$ cat src/sv/dkf_pkg.sv
// ----------------------------------------------------------------------------
// dkf_pkg: shared types and constants of the diagonal Kalman filter core
// Register indexes, controller states, datapath commands and Q16.16 constants.
// ----------------------------------------------------------------------------
package dkf_pkg;

  localparam logic signed [31:0] QOne = 32'sd65536;
  localparam int unsigned CfgIdxW = 3;
  localparam int unsigned DivSteps = 48;

  typedef enum logic [CfgIdxW-1:0] {
    REG_PROCESS_NOISE      = 3'd0,
    REG_MEASUREMENT_NOISE  = 3'd1,
    REG_TRANSITION_GAIN    = 3'd2,
    REG_OBSERVATION_GAIN   = 3'd3,
    REG_INITIAL_COVARIANCE = 3'd4
  } reg_idx_e;

  // Multiplier operand selections and what the product feeds.
  typedef enum logic [3:0] {
    OP_XP,    // xp  = f * x
    OP_FP,    // t   = f * p
    OP_PP,    // pp  = t * f + q
    OP_HP,    // hp  = h * pp
    OP_S,     // s   = hp * h + r
    OP_DIV,   // k   = (hp << 16) / s
    OP_KH,    // kh  = k * h
    OP_PN,    // pn  = (1 - kh) * pp
    OP_HX,    // res = z - h * xp
    OP_XN,    // xn  = xp + k * res
    OP_NONE
  } dp_op_e;

  typedef enum logic [3:0] {
    ST_IDLE, ST_XP, ST_FP, ST_PP, ST_HP, ST_S, ST_DIV, ST_DIVW,
    ST_KH, ST_PN, ST_HX, ST_XN, ST_OUT
  } ctl_state_e;

  typedef struct packed {
    logic   load;   // capture the accepted item
    dp_op_e op;     // arithmetic step to perform
    logic   commit; // write state back and fill output register
  } dp_cmd_t;

  typedef struct packed {
    logic div_done;
    logic in_range;
  } dp_sts_t;

  function automatic logic signed [31:0] sat32(input logic signed [65:0] v);
    if (v > 66'sd2147483647) return 32'sh7fffffff;
    if (v < -66'sd2147483648) return 32'sh80000000;
    return v[31:0];
  endfunction

endpackage

$ cat src/sv/dkf_ctrl.sv
// ----------------------------------------------------------------------------
// dkf_ctrl: sequencer of the Kalman filter core
// Steps the datapath through predict, gain and update for one item.
// ----------------------------------------------------------------------------
module dkf_ctrl (
  input  logic             clk_i,
  input  logic             rst_ni,
  input  logic             in_valid_i,
  output logic             in_ready_o,
  input  logic             out_busy_i,
  input  dkf_pkg::dp_sts_t sts_i,
  output dkf_pkg::dp_cmd_t cmd_o
);
  import dkf_pkg::*;

  ctl_state_e state_q, state_d;

  always_ff @(posedge clk_i or negedge rst_ni) begin
    if (!rst_ni) begin
      state_q <= ST_IDLE;
    end else begin
      state_q <= state_d;
    end
  end

  always_comb begin
    state_d    = state_q;
    in_ready_o = 1'b0;
    cmd_o      = '{load: 1'b0, op: OP_NONE, commit: 1'b0};
    unique case (state_q)
      ST_IDLE: begin
        in_ready_o = 1'b1;
        if (in_valid_i) begin
          cmd_o.load = 1'b1;
          state_d    = ST_XP;
        end
      end
      ST_XP: begin
        // An out-of-range channel skips all arithmetic.
        if (sts_i.in_range) begin
          cmd_o.op = OP_XP;
          state_d  = ST_FP;
        end else begin
          state_d = ST_OUT;
        end
      end
      ST_FP:  begin cmd_o.op = OP_FP;  state_d = ST_PP;   end
      ST_PP:  begin cmd_o.op = OP_PP;  state_d = ST_HP;   end
      ST_HP:  begin cmd_o.op = OP_HP;  state_d = ST_S;    end
      ST_S:   begin cmd_o.op = OP_S;   state_d = ST_DIV;  end
      ST_DIV: begin cmd_o.op = OP_DIV; state_d = ST_DIVW; end
      ST_DIVW: begin
        if (sts_i.div_done) state_d = ST_KH;
      end
      ST_KH:  begin cmd_o.op = OP_KH;  state_d = ST_PN;   end
      ST_PN:  begin cmd_o.op = OP_PN;  state_d = ST_HX;   end
      ST_HX:  begin cmd_o.op = OP_HX;  state_d = ST_XN;   end
      ST_XN:  begin cmd_o.op = OP_XN;  state_d = ST_OUT;  end
      ST_OUT: begin
        if (!out_busy_i) begin
          cmd_o.commit = 1'b1;
          state_d      = ST_IDLE;
        end
      end
      default: state_d = ST_IDLE;
    endcase
  end

endmodule

$ cat config.mk
export PLATFORM = sky130hd
export DESIGN_NAME = dkf_ctrl
export DESIGN_NICKNAME = d
export VERILOG_FILES = /design/src/sv/dkf_pkg.sv /design/src/sv/dkf_ctrl.sv
export SDC_FILE = /design/constraint.sdc
export NUM_CORES = 1
export LEC_CHECK = 0
export ABC_AREA = 0
export BUFFER_PORTS_ARGS = -buffer_cell sky130_fd_sc_hd__buf_2
export CAP_MARGIN = 20
export CORE_AREA = 4 4 41 43
export CTS_CLUSTER_DIAMETER = 30
export DETAILED_ROUTE_END_ITERATION = 8
export DIE_AREA = 0 0 45 47
export GPL_TIMING_DRIVEN = 0
export PLACE_DENSITY = 0.53
export SYNTH_ARGS = -nofsm -noshare
export SYNTH_HDL_FRONTEND = slang
export SYNTH_SLANG_ARGS = --single-unit
$ cat constraint.sdc
create_clock -name clk_i -period 2.12 [get_ports clk_i]
set_input_delay 0.106 -clock clk_i [delete_from_list [all_inputs] [get_ports clk_i]]
set_output_delay 0.106 -clock clk_i [all_outputs]
set_load 0.01 [all_outputs]
==> metrics.txt <==
status=complete, no violations; number of DRC markers in iteration 0=6; leading area contributor after synthesis=dfrtp_1; Setup Total Neg Slack=0 ns; Worst R2R End=state_q[2]; clk_skew=0.00468 ns; TritonCTS buffer count=3; pwr dens=1720 nW/um2; leak pwr=about 0.24 nW; crit path cell chain=buf_4 > inv_2 > o32ai_2 > buf_2; Final setup viols=0; Synth async-reset ratio=1.00; RSZ-0062 raised after global routing=false; worst endpoint required time=approximately 2 ns; Clock Path Buffers=2; R2R cell count=4; layout cells sized above 1=0.338; top cells by area, synth=dfrtp_1, a21oi_1, nand2_1; drt total wl=between 1000 and 1500 um; r2r setup slk=just under 1 ns; DR WL/cell=roughly 13 um; Seq/Total Area, Yosys=0.257; routability congestion estimate=around 0.78; Critical-path top delay cell=dfrtp_1; Synth Area in Compound Gates=0.334; Min Clock Period, post-route=1.49 ns; post-synth net total=58; Root Driver=clkbuf_4; fin cells=83; vias in the first global route=430; Max Cap Viol=0; top-area cell type share of the netlist area=0.257; clk sinks=4; Critical Path Fanout Max=10; CP endpoint kind=primary output; antenna cells=0; DRC viols=0; simple-gate share of the synthesized area=0.315; CP endpoint=cmd_o[3]; Vias/cell=around 5.3; min-delay worst type=primary input to asynchronous set/reset pin; most frequently used flop master after synthesis=dfrtp_1; post-synthesis cell area=389 um2; first-pass GRT wire length=~1800 um; All-Layer GR Usage=0.121; die area=2120 um2; worst r2r src=state_q[1]; Pre-antenna DRT Iters=4; placed cells=79; adder-cell share of the synthesized area=0; pin count of the biggest net entering global routing=11; nets@finish=76; row count=13; max FFs per register=4; post-route ant nets=0; Die Wd=around 45 um; final hold viol count=0; Critical Path Stages=4; Biggest register=state_q; TritonCTS clock tree=yes; Max Slew Vio Count=0; xor/xnor share of the synthesized area=0; synth-to-layout area growth=28.6%; CTS HTree Levels=1; hpwl dp=a little over 800 um; VDD IR max=0.605 mV; Initial Utilization=0.299; Die H=around 47 um; core area=1300 um2; Vias=roughly 440; Setup Crit Path Kind=flop to primary output; Util after Layout=0.385; Largest delay share family, worst path=buffers and inverters; CP Launch Type=flop; synthesized instance count=52; number of synthesized flops with an enable pin=0; Worst Setup SP=state_q[2]; headroom to the max-slew limit=0.797; Buf/Inv on CP=3; IO buf count=12; synthesized area per cell=between 7 and 8 um2; grt ovf=0; largest family of logic cells by synthesized area=compound AO/OA/AOI/OAI gates; worst-skew pair later-pin latency=roughly 0.23 ns; Clock transition at path regs=around 0.040 ns; achievable frequency=between 0.6 and 0.7 GHz; flops & latches, synth=4; initial antenna violation count=0; post-synthesis mux area share=0; Boundary Pins=13; yosys warns=0; cts repair resizes=0; worst stage delay on the critical path=between 0.4 and 0.5 ns; Worst-Margin Slew=roughly 0.3 ns; biggest regs=state_q: 4 flops; Critical Path AT=roughly 1.4 ns; Yosys cell types=24; fin crit share=0.704
[report_power, final]
| group | internal, W | total (W) | switching [W] |
|---|---|---|---|
| sequential | 0.000116 | 0.000168 | 0.0000520 |
| combinational | 0.000260 | 0.000602 | 0.000341 |
| clock | 0.0000631 | 0.0000914 | 0.0000283 |
[metal layers]
metal / global-route usage / vias to the layer above / part of all wire / routed length (um)
met5: 0 / - / 0 / 0
met4: 0.0351 / 0 / 0 / 0
met3: 0.0345 / 0 / 0.035 / 38
met2: 0.226 / 9 / 0.51 / 555
met1: 0.132 / 211 / 0.45 / 494
li1: - / 223 / - / -
[worst reg2reg max path, delay by kind of cell (launching register included)]
family | cells | cell delay (ns)
compound gates | 2 | 0.25
buf+inv | 1 | 0.26
flops | 1 | 0.42
simple gates | 1 | 0.08
[synthesized netlist by cell type (2+ instances only)]
cell type / instances
o21ai_0: 4
nor3_1: 3
dfrtp_1: 4
buf_4: 2
nand2b_1: 3
o211ai_1: 2
and3_1: 2
nor4_1: 2
nor2_1: 4
inv_1: 2
buf_2: 2
nand2_1: 6
a21oi_1: 5
[logic make-up (layout without fill, tap and decap cells)]
kind of cell	count (synthesis)	count (layout)
AO/OA/AOI/OAI	17	17
AND/OR/NAND/NOR	24	24
flip-flops	4	4
buffers and inverters	7	23
[area by class of cell]
type,instances,area [um2]
flip-flops and latches,4,100
clock buffers,3,22.5
fillers,154,801
repair buffers,13,70.1
plain buffers,4,25.0
well taps,15,18.8
multi-input cells,41,253
inverters,3,11.3
[layout by cell type (no fill, tap or decap)]
cell type and n:
dlygate4sd3_1 1, and2_1 1, clkbuf_4 3, a22oi_1 1
o32ai_2 1, buf_4 2, nand2b_1 3, o21ai_0 4
buf_2 14, and2b_1 1, nand2_1 6, nor2_1 4
nor2b_1 1, o211ai_1 2, dfrtp_1 4, inv_2 1
o311ai_2 1, and3_1 2, nor3_1 3, a21o_1 1
inv_1 2, o31ai_1 1, nand4_1 1, a221oi_2 1
a21oi_1 5, nor4_1 2
[stage by stage]
step                total power, W  instance area (um2)  setup WS [ns]  hold WS, ns
floorplan                 0.000599                  389          0.820       -0.190
global placement          0.000769                  468          0.872      -0.0880
detailed placement        0.000774                  468          0.862      -0.0875
CTS                       0.000875                  500          0.606        0.199
global route              0.000954                  500          0.514        0.240
finish                    0.000861                  500          0.627        0.214
[worst min-delay path by stage]
stage	start	to	slack, ns	depth (start not counted)
6_report	rst_ni	state_q[1]	0.21	2
5_1_grt	rst_ni	state_q[3]	0.24	2
4_1_cts	rst_ni	state_q[3]	0.20	2
3_5_place_dp	rst_ni	state_q[3]	-0.09	1
3_3_place_gp	rst_ni	state_q[3]	-0.09	1
2_1_floorplan	rst_ni	state_q[0]	-0.19	0
[what timing repair did]
item / 4_1_cts / 5_1_grt
setup buffers: 0 / 0
hold buffers: 1 / 0
endpoints found under the hold margin: 4 / 0
(Power assumes the default switching activity.)
